<file path="src/door_motor_relay_sequencer_defines.svh">
// Assertion helpers for the door relay sequencer.
// Each check samples on clk and is held off while rst_n is low.
`ifndef DOOR_MOTOR_RELAY_SEQUENCER_DEFINES_SVH
`define DOOR_MOTOR_RELAY_SEQUENCER_DEFINES_SVH

`ifndef SYNTHESIS
`define DMRS_ASSERT_ALWAYS(lbl, cond) \
    lbl: assert property (@(posedge clk) disable iff (!rst_n) (cond)) \
        else $error("dmrs check failed");
`define DMRS_ASSERT_SAME(lbl, ante, cons) \
    lbl: assert property (@(posedge clk) disable iff (!rst_n) (ante) |-> (cons)) \
        else $error("dmrs check failed");
`define DMRS_ASSERT_NEXT(lbl, ante, cons) \
    lbl: assert property (@(posedge clk) disable iff (!rst_n) (ante) |=> (cons)) \
        else $error("dmrs check failed");
`else
`define DMRS_ASSERT_ALWAYS(lbl, cond)
`define DMRS_ASSERT_SAME(lbl, ante, cons)
`define DMRS_ASSERT_NEXT(lbl, ante, cons)
`endif

`endif

</file>
<file path="src/dmrs_pkg.sv">
`default_nettype none

package dmrs_pkg;

    localparam int MAX_DOORS = 4;
    localparam int DOOR_W    = 2;
    localparam int CNT_W     = 8;
    localparam int ST_W      = 5;
    localparam int WORD_W    = 16;

    // Result kinds
    localparam logic [1:0] KIND_WRITE  = 2'd0;
    localparam logic [1:0] KIND_SETTLE = 2'd1;
    localparam logic [1:0] KIND_STATUS = 2'd2;

    // Door status bit positions
    localparam int ST_OPEN    = 0;
    localparam int ST_CLOSED  = 1;
    localparam int ST_OPENING = 2;
    localparam int ST_CLOSING = 3;
    localparam int ST_STOPPED = 4;

    localparam logic [CNT_W-1:0] CNT_MAX = '1;

    // Timeout register reset values, door 0 first
    localparam logic [CNT_W-1:0] TIMEOUT_RST [MAX_DOORS] = '{8'd180, 8'd7, 8'd7, 8'd1};

    // Sequencer states, one-hot
    typedef enum logic [5:0] {
        S_IDLE   = 6'b000001,
        S_OPEN   = 6'b000010,
        S_CLOSE  = 6'b000100,
        S_ACT    = 6'b001000,
        S_STOP   = 6'b010000,
        S_STATUS = 6'b100000
    } state_t;

    // Decision from the shared run evaluator
    typedef struct packed {
        logic             run;        // run continues this tick
        logic             finish;     // run ends: relays off
        logic             timed_out;  // ended because count passed timeout
        logic             start;      // first tick of run: emit direction words
        logic [CNT_W-1:0] count_next;
    } step_res_t;

    function automatic logic [WORD_W-1:0] activate_word(input logic [DOOR_W-1:0] door);
        logic [WORD_W-1:0] w;
        case (door)
            2'd0:    w = 16'h0001;
            2'd1:    w = 16'h0008;
            2'd2:    w = 16'h0100;
            2'd3:    w = 16'h1000;
            default: w = 16'h0000;
        endcase
        return w;
    endfunction

    // Direction relays; opening leaves them released
    function automatic logic [WORD_W-1:0] dir_word(input logic [DOOR_W-1:0] door,
                                                   input logic is_close);
        logic [WORD_W-1:0] w;
        case (door)
            2'd0:    w = 16'h0006;
            2'd1:    w = 16'h0030;
            2'd2:    w = 16'h0600;
            2'd3:    w = 16'h6000;
            default: w = 16'h0000;
        endcase
        return is_close ? w : 16'h0000;
    endfunction

endpackage

`default_nettype wire

</file>
<file path="src/dmrs_step_unit.sv">
`default_nettype none

// Shared run evaluator: timeout compare and saturating tick count,
// used for every door and both directions in turn.
module dmrs_step_unit
    import dmrs_pkg::*;
(
    input  wire logic             latched,
    input  wire logic             switch_hit,
    input  wire logic [CNT_W-1:0] count,
    input  wire logic [CNT_W-1:0] timeout,
    output step_res_t             res
);

    logic over;
    logic [CNT_W-1:0] count_inc;

    assign over      = count > timeout;
    assign count_inc = (count == CNT_MAX) ? CNT_MAX : count + CNT_W'(1);

    always_comb
    begin
        res.finish     = latched && (switch_hit || over);
        res.timed_out  = latched && over;
        res.run        = latched && !switch_hit && !over;
        res.start      = res.run && (count == '0);
        res.count_next = res.run ? count_inc : '0;
    end

endmodule

`default_nettype wire

</file>
<file path="src/door_motor_relay_sequencer.sv">
// Sequence: a tick steps through open, close and stop for each present door
// (plus an activate step per run start for the second relay word), then status.
// A new tick is taken only in idle, once the status result has been loaded;
// result stalls hold the sequence.
// Reset: latches and tick counts cleared, timeouts 180/7/7/1, no result.
`default_nettype none

`include "door_motor_relay_sequencer_defines.svh"

module door_motor_relay_sequencer
    import dmrs_pkg::*;
#(
    parameter int NUM_DOORS = 4
)
(
    input  wire logic        clk,
    input  wire logic        rst_n,
    // configuration
    input  wire logic        cfg_valid,
    output logic             cfg_ready,
    input  wire logic [2:0]  cfg_index,
    input  wire logic [7:0]  cfg_data,
    // tick requests
    input  wire logic        tick_valid,
    output logic             tick_ready,
    input  wire logic [7:0]  switch_bits,
    input  wire logic [3:0]  open_request,
    input  wire logic [3:0]  close_request,
    input  wire logic [3:0]  stop_request,
    // results
    output logic             result_valid,
    input  wire logic        result_ready,
    output logic [1:0]       kind,
    output logic [15:0]      relay_word,
    output logic [4:0]       status_door0,
    output logic [4:0]       status_door1,
    output logic [4:0]       status_door2,
    output logic [4:0]       status_door3,
    output logic [3:0]       pending_open,
    output logic [3:0]       pending_close,
    output logic [3:0]       open_timed_out,
    output logic [3:0]       close_timed_out,
    output logic             last
);

    localparam logic [MAX_DOORS-1:0] DOOR_MASK = MAX_DOORS'((1 << NUM_DOORS) - 1);
    localparam logic [DOOR_W-1:0]    LAST_DOOR = DOOR_W'(NUM_DOORS - 1);

    state_t state_reg, state_next;
    logic [DOOR_W-1:0]    door_reg, door_next;
    logic                 dir_reg, dir_next;
    logic [7:0]           sw_reg;
    logic [MAX_DOORS-1:0] stop_reg;
    logic [MAX_DOORS-1:0] open_latch_reg, open_latch_next;
    logic [MAX_DOORS-1:0] close_latch_reg, close_latch_next;
    logic [MAX_DOORS-1:0] open_to_reg, open_to_next;
    logic [MAX_DOORS-1:0] close_to_reg, close_to_next;
    logic [CNT_W-1:0]     open_cnt_reg [MAX_DOORS];
    logic [CNT_W-1:0]     close_cnt_reg [MAX_DOORS];
    logic [CNT_W-1:0]     timeout_reg [MAX_DOORS];
    logic [ST_W-1:0]      status_reg [MAX_DOORS];

    // output register
    logic                 res_valid_reg;
    logic [1:0]           kind_reg;
    logic [WORD_W-1:0]    word_reg;
    logic [ST_W-1:0]      st_out_reg [MAX_DOORS];
    logic [MAX_DOORS-1:0] pend_open_reg, pend_close_reg, otd_reg, ctd_reg;
    logic                 last_reg;

    // shared unit hookup
    logic                 unit_close;
    logic                 unit_latched;
    logic                 unit_switch;
    logic [CNT_W-1:0]     unit_count;
    step_res_t            step;

    logic                 can_load;
    logic                 tick_take;
    logic                 load_en;
    logic                 load_status;
    logic [1:0]           load_kind;
    logic [WORD_W-1:0]    load_word;
    logic                 cnt_we;
    logic                 stop_clear;
    logic                 st_we;
    logic [ST_W-1:0]      st_wdata;
    logic [ST_W-1:0]      st_cur;

    assign cfg_ready  = 1'b1;
    assign tick_ready = (state_reg == S_IDLE);
    assign tick_take  = tick_valid && tick_ready;
    assign can_load   = !res_valid_reg || result_ready;

    // Operand select for the evaluator
    assign unit_close   = (state_reg == S_CLOSE);
    assign unit_latched = unit_close ? close_latch_reg[door_reg] : open_latch_reg[door_reg];
    assign unit_switch  = sw_reg[{door_reg, unit_close}];
    assign unit_count   = unit_close ? close_cnt_reg[door_reg] : open_cnt_reg[door_reg];
    assign st_cur       = status_reg[door_reg];

    dmrs_step_unit u_step (
        .latched    (unit_latched),
        .switch_hit (unit_switch),
        .count      (unit_count),
        .timeout    (timeout_reg[door_reg]),
        .res        (step)
    );

    // Sequencer: per door open run, close run, stop, then status
    always_comb
    begin
        state_next       = state_reg;
        door_next        = door_reg;
        dir_next         = dir_reg;
        open_latch_next  = open_latch_reg;
        close_latch_next = close_latch_reg;
        open_to_next     = open_to_reg;
        close_to_next    = close_to_reg;
        load_en          = 1'b0;
        load_status      = 1'b0;
        load_kind        = KIND_WRITE;
        load_word        = '0;
        cnt_we           = 1'b0;
        stop_clear       = 1'b0;
        st_we            = 1'b0;
        st_wdata         = st_cur;

        case (state_reg)
            S_IDLE:
            begin
                if (tick_take)
                begin
                    open_latch_next  = (open_latch_reg | open_request) & DOOR_MASK;
                    close_latch_next = (close_latch_reg | close_request) & DOOR_MASK;
                    open_to_next     = '0;
                    close_to_next    = '0;
                    door_next        = '0;
                    state_next       = S_OPEN;
                end
            end
            S_OPEN, S_CLOSE:
            begin
                if (can_load || !(step.finish || step.start))
                begin
                    cnt_we = 1'b1;
                    st_we  = 1'b1;
                    if (unit_close)
                    begin
                        st_wdata[ST_CLOSING] = step.run;
                    end
                    else
                    begin
                        st_wdata              = '0;
                        st_wdata[ST_OPEN]     = sw_reg[{door_reg, 1'b0}];
                        st_wdata[ST_CLOSED]   = sw_reg[{door_reg, 1'b1}];
                        st_wdata[ST_OPENING]  = step.run;
                    end
                    if (step.finish)
                    begin
                        load_en = 1'b1;
                        if (unit_close)
                        begin
                            close_latch_next[door_reg] = 1'b0;
                            close_to_next[door_reg]    = close_to_reg[door_reg]
                                                         | step.timed_out;
                        end
                        else
                        begin
                            open_latch_next[door_reg] = 1'b0;
                            open_to_next[door_reg]    = open_to_reg[door_reg]
                                                        | step.timed_out;
                        end
                    end
                    if (step.start)
                    begin
                        load_en    = 1'b1;
                        load_kind  = KIND_SETTLE;
                        load_word  = dir_word(door_reg, unit_close);
                        dir_next   = unit_close;
                        state_next = S_ACT;
                    end
                    else
                    begin
                        state_next = unit_close ? S_STOP : S_CLOSE;
                    end
                end
            end
            S_ACT:
            begin
                if (can_load)
                begin
                    load_en    = 1'b1;
                    load_word  = activate_word(door_reg) | dir_word(door_reg, dir_reg);
                    state_next = dir_reg ? S_STOP : S_CLOSE;
                end
            end
            S_STOP:
            begin
                if (can_load || !stop_reg[door_reg])
                begin
                    if (stop_reg[door_reg])
                    begin
                        load_en                    = 1'b1;
                        stop_clear                 = 1'b1;
                        st_we                      = 1'b1;
                        st_wdata[ST_OPENING]       = 1'b0;
                        st_wdata[ST_CLOSING]       = 1'b0;
                        st_wdata[ST_STOPPED]       = 1'b1;
                        open_latch_next[door_reg]  = 1'b0;
                        close_latch_next[door_reg] = 1'b0;
                    end
                    if (door_reg == LAST_DOOR)
                    begin
                        state_next = S_STATUS;
                    end
                    else
                    begin
                        door_next  = door_reg + DOOR_W'(1);
                        state_next = S_OPEN;
                    end
                end
            end
            S_STATUS:
            begin
                if (can_load)
                begin
                    load_en     = 1'b1;
                    load_status = 1'b1;
                    load_kind   = KIND_STATUS;
                    state_next  = S_IDLE;
                end
            end
            default:
            begin
                state_next = S_IDLE;
            end
        endcase
    end

    // Control state, latches, counters, timeouts
    always_ff @(posedge clk or negedge rst_n)
    begin
        if (!rst_n)
        begin
            state_reg       <= S_IDLE;
            door_reg        <= '0;
            dir_reg         <= 1'b0;
            open_latch_reg  <= '0;
            close_latch_reg <= '0;
            open_to_reg     <= '0;
            close_to_reg    <= '0;
            res_valid_reg   <= 1'b0;
            for (int i = 0; i < MAX_DOORS; i++)
            begin
                open_cnt_reg[i]  <= '0;
                close_cnt_reg[i] <= '0;
                timeout_reg[i]   <= TIMEOUT_RST[i];
            end
        end
        else
        begin
            state_reg       <= state_next;
            door_reg        <= door_next;
            dir_reg         <= dir_next;
            open_latch_reg  <= open_latch_next;
            close_latch_reg <= close_latch_next;
            open_to_reg     <= open_to_next;
            close_to_reg    <= close_to_next;
            if (load_en)
                res_valid_reg <= 1'b1;
            else if (result_ready)
                res_valid_reg <= 1'b0;
            if (cfg_valid && cfg_ready && !cfg_index[2])
                timeout_reg[cfg_index[1:0]] <= cfg_data;
            if (cnt_we && unit_close)
                close_cnt_reg[door_reg] <= step.count_next;
            else if (cnt_we)
                open_cnt_reg[door_reg] <= step.count_next;
            if (stop_clear)
            begin
                open_cnt_reg[door_reg]  <= '0;
                close_cnt_reg[door_reg] <= '0;
            end
        end
    end

    // Tick capture and per-door status
    always_ff @(posedge clk)
    begin
        if (tick_take)
        begin
            sw_reg   <= switch_bits;
            stop_reg <= stop_request & DOOR_MASK;
            for (int i = 0; i < MAX_DOORS; i++)
                status_reg[i] <= '0;
        end
        else if (st_we)
        begin
            status_reg[door_reg] <= st_wdata;
        end
    end

    // Result register
    always_ff @(posedge clk)
    begin
        if (load_en)
        begin
            kind_reg <= load_kind;
            word_reg <= load_word;
            last_reg <= load_status;
            for (int i = 0; i < MAX_DOORS; i++)
                st_out_reg[i] <= load_status ? status_reg[i] : '0;
            pend_open_reg  <= load_status ? open_latch_reg : '0;
            pend_close_reg <= load_status ? close_latch_reg : '0;
            otd_reg        <= load_status ? open_to_reg : '0;
            ctd_reg        <= load_status ? close_to_reg : '0;
        end
    end

    assign result_valid    = res_valid_reg;
    assign kind            = kind_reg;
    assign relay_word      = word_reg;
    assign status_door0    = st_out_reg[0];
    assign status_door1    = st_out_reg[1];
    assign status_door2    = st_out_reg[2];
    assign status_door3    = st_out_reg[3];
    assign pending_open    = pend_open_reg;
    assign pending_close   = pend_close_reg;
    assign open_timed_out  = otd_reg;
    assign close_timed_out = ctd_reg;
    assign last            = last_reg;

    // Checks
    `DMRS_ASSERT_ALWAYS(a_no_absent_latch,
        ((open_latch_reg | close_latch_reg) & ~DOOR_MASK) == '0)
    `DMRS_ASSERT_SAME(a_last_on_status, result_valid, last == (kind == KIND_STATUS))
    `DMRS_ASSERT_NEXT(a_tick_starts_door0, tick_take,
        state_reg == S_OPEN && door_reg == '0)
    `DMRS_ASSERT_NEXT(a_status_loads_last, state_reg == S_STATUS && can_load,
        result_valid && last && state_reg == S_IDLE)

endmodule

`default_nettype wire
</file>
<file path="config.mk">
export PLATFORM = sky130hd
export DESIGN_NAME = door_motor_relay_sequencer
export DESIGN_NICKNAME = d
export VERILOG_FILES = /design/src/dmrs_pkg.sv /design/src/dmrs_step_unit.sv /design/src/door_motor_relay_sequencer.sv
export VERILOG_INCLUDE_DIRS = /design/src /design/src/src
export SDC_FILE = /design/constraint.sdc
export NUM_CORES = 1
export LEC_CHECK = 0
export BUFFER_PORTS_ARGS = -buffer_cell sky130_fd_sc_hd__buf_4
export CAP_MARGIN = 40
export CORE_MARGIN = 3
export CORE_UTILIZATION = 40
export DETAILED_ROUTE_END_ITERATION = 8
export GPL_ROUTABILITY_DRIVEN = 0
export HOLD_SLACK_MARGIN = 0.15
export PLACE_DENSITY = 0.68
export SKIP_LAST_GASP = 1
export SYNTH_ARGS = -nofsm -noshare
export SYNTH_HDL_FRONTEND = slang
export SYNTH_SLANG_ARGS = --single-unit
</file>
<file path="constraint.sdc">
create_clock -name clk -period 6 [get_ports clk]
set_input_delay 0.3 -clock clk [delete_from_list [all_inputs] [get_ports clk]]
set_output_delay 0.3 -clock clk [all_outputs]
set_load 0.01 [all_outputs]
</file>
# Yosys cells after proc, flatten, opt, wreduce, memory -nomap -nowiden
# Memories as Yosys holds them, arrays and structs flattened.
# Index checks and enable logic that the tools add are counted.
dict set report word_totals {
  inputBits 36
  wordCells 263
  ff_bits 169
  ram_bits 40
  output_inout_bits 58
  mem_count 2
}
dict set report op_classes {
  add_sub_neg 2
  n_mux 134
  n_lt_le_gt_ge 10
  reduce_logical 41
  eq_ne 32
  bitwise_logic 13
}
# name depth width read_ports rd_clocked_by_memory_dff wr line_no
set mem_list {}
lappend mem_list {st_out_reg 4 5 4 0 4 door_motor_relay_sequencer.sv:67} ;# logic [ST_W-1:0] st_out_reg [MAX_DOORS];
lappend mem_list {status_reg 4 5 4 0 4 door_motor_relay_sequencer.sv:61} ;# logic [ST_W-1:0] status_reg [MAX_DOORS];
# cell count
set ops {}
lappend ops {{$mux 32} 5}
lappend ops {{$mux 16} 9}
lappend ops {{$pmux 16 s4} 2}
lappend ops {{$bwmux 32} 3}
lappend ops {{$mux 8} 11}
lappend ops {{$mux 4} 19}
lappend ops {{$and 32x32->32} 2}
lappend ops {{$bmux 8 s2} 3}
lappend ops {{$mux 5} 9}
lappend ops {{$mux 6} 6}
lappend ops {{$mux 1} 33}
lappend ops {{$demux 8 s2} 2}
lappend ops {{$ne 2x2->1 const B} 16}
lappend ops {{$not 32->32} 1}
lappend ops {{$pmux 16 s2} 1}
lappend ops {{$pmux 6 s5} 1}
lappend ops {{$pmux 4 s3} 2}
lappend ops {{$reduce_and 5->1} 4}
lappend ops {{$or 16x16->16} 1}
lappend ops {{$pmux 4 s2} 2}
lappend ops {{$bmux 1 s2} 7}
lappend ops {{$reduce_and 7->1} 2}
lappend ops {{$lt 3x4->1 const B} 3}
lappend ops {{$mux 2} 6}
lappend ops {{44 further kinds} 82}

# Logic depth before layout (Yosys ltp)
dict set report logic_depth {
  ltp_word 20
  mapped_depth 17
  depth_no_buf 12
}

# Modules after synthesis
# A second synthesis with hierarchy kept.
dict set report hier_totals {
  cells_unflattened 839
  area_unflattened_um2 9974.6
}
# module cells_each seq_area_each_um2 instances area_per_inst_um2
set modules_own_cells {}
lappend modules_own_cells {door_motor_relay_sequencer 766 5440.2 1 9452.8}
lappend modules_own_cells {dmrs_step_unit 73 0.0 1 521.8}

# Least setup slack after synthesis
# No wires, ideal clock.
dict set report synth_timing {
  path_kind {flip-flop to flip-flop}
  startpoint {reg door_reg[1]}
  endpoint {reg ctd_reg[0], in the netlist close_timed_out[0] (enable)}
  period_less_slack_ns 5.907
  setup_ns 0.452
  n_path_buf 6
  required_time_ns 5.548
  stages_incl_launch_ff 16
  setup_slack_ns 0.093
  arrival_ns 5.455
  path_cell_list {dfrtp_1 > buf_2 > clkbuf_1 > buf_4 > clkbuf_1 > clkbuf_1 > mux4_2 > inv_1 > ha_1 > nand4_1 > nor2_1 > a211oi_1 > o41a_1 > clkbuf_1 > a211oi_1 > nor2_1}
}
dict set report synth_between {
  elab_chain_cells 14
  elab_cells_between_ends 40
  classes_between {1 x order compare; 25 x mux; 1 x bitwise; 13 x reduce/logical}
}
# item line_no
set synth_rtl {}
lappend synth_rtl {{start, declared} door_motor_relay_sequencer.sv:50} ;# logic [DOOR_W-1:0] door_reg, door_next;
lappend synth_rtl {{start signal, assigned} door_motor_relay_sequencer.sv:264} ;# door_reg <= door_next;
lappend synth_rtl {{$not 2->3 (not written as such)} {door_motor_relay_sequencer.sv:99, door_motor_relay_sequencer.sv:106}}
lappend synth_rtl {{$bmux 8 s2} door_motor_relay_sequencer.sv:99} ;# assign unit_count = unit_close ? close_cnt_reg[door_reg] : open_cnt_reg[door_reg];
lappend synth_rtl {{$mux 8 (not written as such) (2 in a row)} door_motor_relay_sequencer.sv:99}
lappend synth_rtl {{$mux 8} door_motor_relay_sequencer.sv:99}
lappend synth_rtl {{$gt 8x8->1} dmrs_step_unit.sv:18} ;# assign over = count > timeout;
lappend synth_rtl {{$logic_not 1->1} dmrs_step_unit.sv:25} ;# res.run = latched && !switch_hit && !over;
lappend synth_rtl {{$logic_and 1x1->1} dmrs_step_unit.sv:25}
lappend synth_rtl {{$logic_and 1x1->1} dmrs_step_unit.sv:26} ;# res.start = res.run && (count == '0);
lappend synth_rtl {{$logic_or 1x1->1} door_motor_relay_sequencer.sv:144} ;# if (can_load || !(step.finish || step.start))
lappend synth_rtl {{$logic_not 1->1} door_motor_relay_sequencer.sv:144}
lappend synth_rtl {{$logic_or 1x1->1} door_motor_relay_sequencer.sv:144}
lappend synth_rtl {{$mux 1} door_motor_relay_sequencer.sv:144}
lappend synth_rtl {{$pmux 1 s3 *} door_motor_relay_sequencer.sv:129} ;# case (state_reg)
lappend synth_rtl {{net load_en} door_motor_relay_sequencer.sv:80} ;# logic load_en;
lappend synth_rtl {{end signal, assigned} door_motor_relay_sequencer.sv:317} ;# ctd_reg <= load_status ? close_to_reg : '0;
lappend synth_rtl {{end, declared} door_motor_relay_sequencer.sv:68} ;# logic [MAX_DOORS-1:0] pend_open_reg, pend_close_reg, otd_reg, ctd_reg;
# The timed path passes the listed nets; every way through them passes the cells marked *. The select of a mux whose other input is x is not followed.
# A chain may end at the register's enable or synchronous reset.

==> impl_metrics.ini <==
[global_routing]
grt_use_total = 0.1736
grt_pass1_vias = 6712
gr-total-overflow = 0
antenna_found_initial = 0
grt_max_degree = 66
grt_pass1_wl_um = 36690

[floorplanning]
io_pins = 94
die_x_um = 161.5
num_rows = 56
core_area_mm2 = 0.02361
die_h_um = 161.5
die_area_mm2 = 0.02610
start_util = 0.4099

[clock_network]
ctsHoldBuffers = 29
cts_tree = yes
cts_repair_resize_count = 0
path_clk_slew_ns = 0.06
cts_max_path_buffers = 3
clkLatencyLatePin_ns = 0.49
root_buffer = clkbuf_16
post-cts-setup-buffers = 0
cts_buffers = 21
cts.sinks = 201
htreeDepth = 1

[sta]
finalSetupViolCount = 0
period_share = 0.8323
timing.clock.skew_ns = 0.01471
worst_pin_slew_ns = 0.8904
fin_crit_ns = 4.994
drv_slew = 0
fin_setup_tns_ns = 0
fmaxAchievable_ghz = 0.2002
rsz0062_at_grt = no
hold_viol_final = 0
slew_headroom = 0.4045

[setup_path]
r2r_slack_ns = 1.01
worstPathArrival_ns = 5.36
cp-start-kind = flip-flop
cp.required_ns = 6.37
path_class = flip-flop to flip-flop
endpoint_kind = flip-flop
r2r_cells = 11
crit_start = door_reg[0]
r2r-start = door_reg[0]
crit_path_max_fanout = 22

[drt]
route.antenna.remaining_nets = 0
vias = 6847
avgRoutedWirePerCell_um = 18.96
finalWirelength_um = 22810
drtIter0Drc = 627
vias_per_cell = 5.692
remaining_drc_errors = 0
firstDrtPassIters = 5

[placement]
placed_cell_area_mm2 = 0.01069
place_hpwl_um = 15800
portBuffers = 88

[synthesis]
synth_cell_types = 67
syn_inst = 755
ys.flop_type = dfrtp_1
syn_area_mm2 = 0.009678
synth_top_area_share = 0.2844
synth_edf_count = 79
synth_top_area_cell = dfrtp_1
yosysSeqAreaShare = 0.5621
yosysWarnings = 0
netlist_top_cells_area = dfrtp_1 (28%), edfxtp_1 (25%), mux4_2 (6.7%)
syn_avg_cell_area_um2 = 12.82
async_flop_share = 0.6070
ys_ff_latch = 201

[cells_and_area]
area_growth_pct = 20.84
diodes = 0
seq_area_mm2 = 0.005441
multi_input_area_mm2 = 0.003950
final_util = 0.4953
fillers = 2034
drive_gt1_frac = 0.2692
design_area_mm2 = 0.01170
final_nets = 923

[pwr]
p_leak_nw = 4.839
totalPowerFinal_mw = 4.508
powerDensity_mw_per_mm2 = 385.4
peakVddDrop_mv = 0.2042

[status]
status = complete, no violations

[job]
maxCapViolations = 0

[min_path]
min_path_type = input port to flip-flop
-- critical path: stages (launching register included) --
cell and delay (ns):
dfrtp_2 0.82, mux4_2 0.58, mux2i_1 0.39, inv_2 0.18, ha_1 0.37, nand4_1 0.13, nor2_1 0.17, a211oi_1 0.11
or4_1 0.68, a221oi_1 0.70, nand2_1 0.40, a22o_1 0.33
-- per-stage QoR --
stage / hold WS (ns) / std cells / setup slack (ns)
2_1_floorplan: 0.004409 / 758 / 0.09280
3_3_place_gp: 0.2913 / 1135 / 1.231
3_5_place_dp: 0.2987 / 1137 / 1.134
4_1_cts: 0.1723 / 1203 / 1.117
5_1_grt: 0.1833 / 1203 / 0.6929
6_report: 0.1818 / 1203 / 1.006
-- logic make-up after synthesis --
group | share of synthesized area
compound gates | 0.1436
buf+inv | 0.03193
fa+ha+maj | 0.02198
simple gates | 0.1192
xor+xnor | 0.002715
other cells | 0.0007760
flops | 0.5621
mux | 0.1176
-- final cells by class --
cell class	instances	share of cell area
sequential	201	0.4653
multi-input combinational	492	0.3378
timing repair buffer	136	0.09554
clock buffer	29	0.05371
tap	319	0.03413
clock inverter	8	0.007810
inverter	18	0.005777
-- where the power goes --
group | total (mW) | leakage (nW) | internal [mW] | switching, mW
logic | 1.28 | 2.15 | 0.479 | 0.805
clock network | 1.32 | 0.361 | 0.816 | 0.508
registers | 1.90 | 2.33 | 1.77 | 0.127
-- worst min-delay path by stage --
stage | from | to | slack, ns | cells after the start
floorplan | rst_n | async pin | 0.004 | 0
global placement | rst_n | timeout_reg[27] | 0.29 | 1
detailed placement | rst_n | timeout_reg[27] | 0.30 | 1
CTS | tick_valid | state_reg[0] | 0.17 | 4
global route | tick_valid | state_reg[0] | 0.18 | 4
finish | tick_valid | state_reg[0] | 0.18 | 4
-- cell usage in the layout, fill, tap and decap left out, types with 6 or more instances in the layout --
master         count
dfrtp_1          109
buf_4            105
edfxtp_1          79
a22o_1            49
and2_1            45
nor2_1            45
nand2_1           43
mux2_2            36
mux4_2            29
dlygate4sd3_1     29
o21ai_0           23
clkbuf_16         22
nand3_1           21
a21oi_1           21
inv_1             17
ha_1              17
nand4_1           13
nor4_1            12
dfstp_2           12
a32o_1            10
and3_1             9
mux2i_1            8
nor3_1             8
a311oi_1           8
o22ai_1            7
o2bb2ai_1          6
-- synth_stat cells (6+ instances only) --
cell type  instances
a21oi_1           21
a22o_1            49
a311oi_1           8
a32o_1            10
and2_1            45
and3_1             9
buf_2              7
buf_4             11
clkbuf_1          26
dfrtp_1          110
dfstp_2           12
edfxtp_1          79
ha_1              17
inv_1             17
mux2_2            36
mux2i_1            8
mux4_2            29
nand2_1           43
nand3_1           21
nand4_1           13
nor2_1            47
nor3_1             8
nor4_1            12
o21ai_0           23
o22ai_1            7
o2bb2ai_1          6
-- per-layer routing --
layer  GRT usage  vias up  routed length, um
li1            -     3111                  -
met5           0        -                  0
met2      0.2955      293              11070
met4     0.05397        0                772
met3     0.02590       59               1611
met1      0.2306     3384               9356
Note: power is estimated with default switching activity, not from simulation.
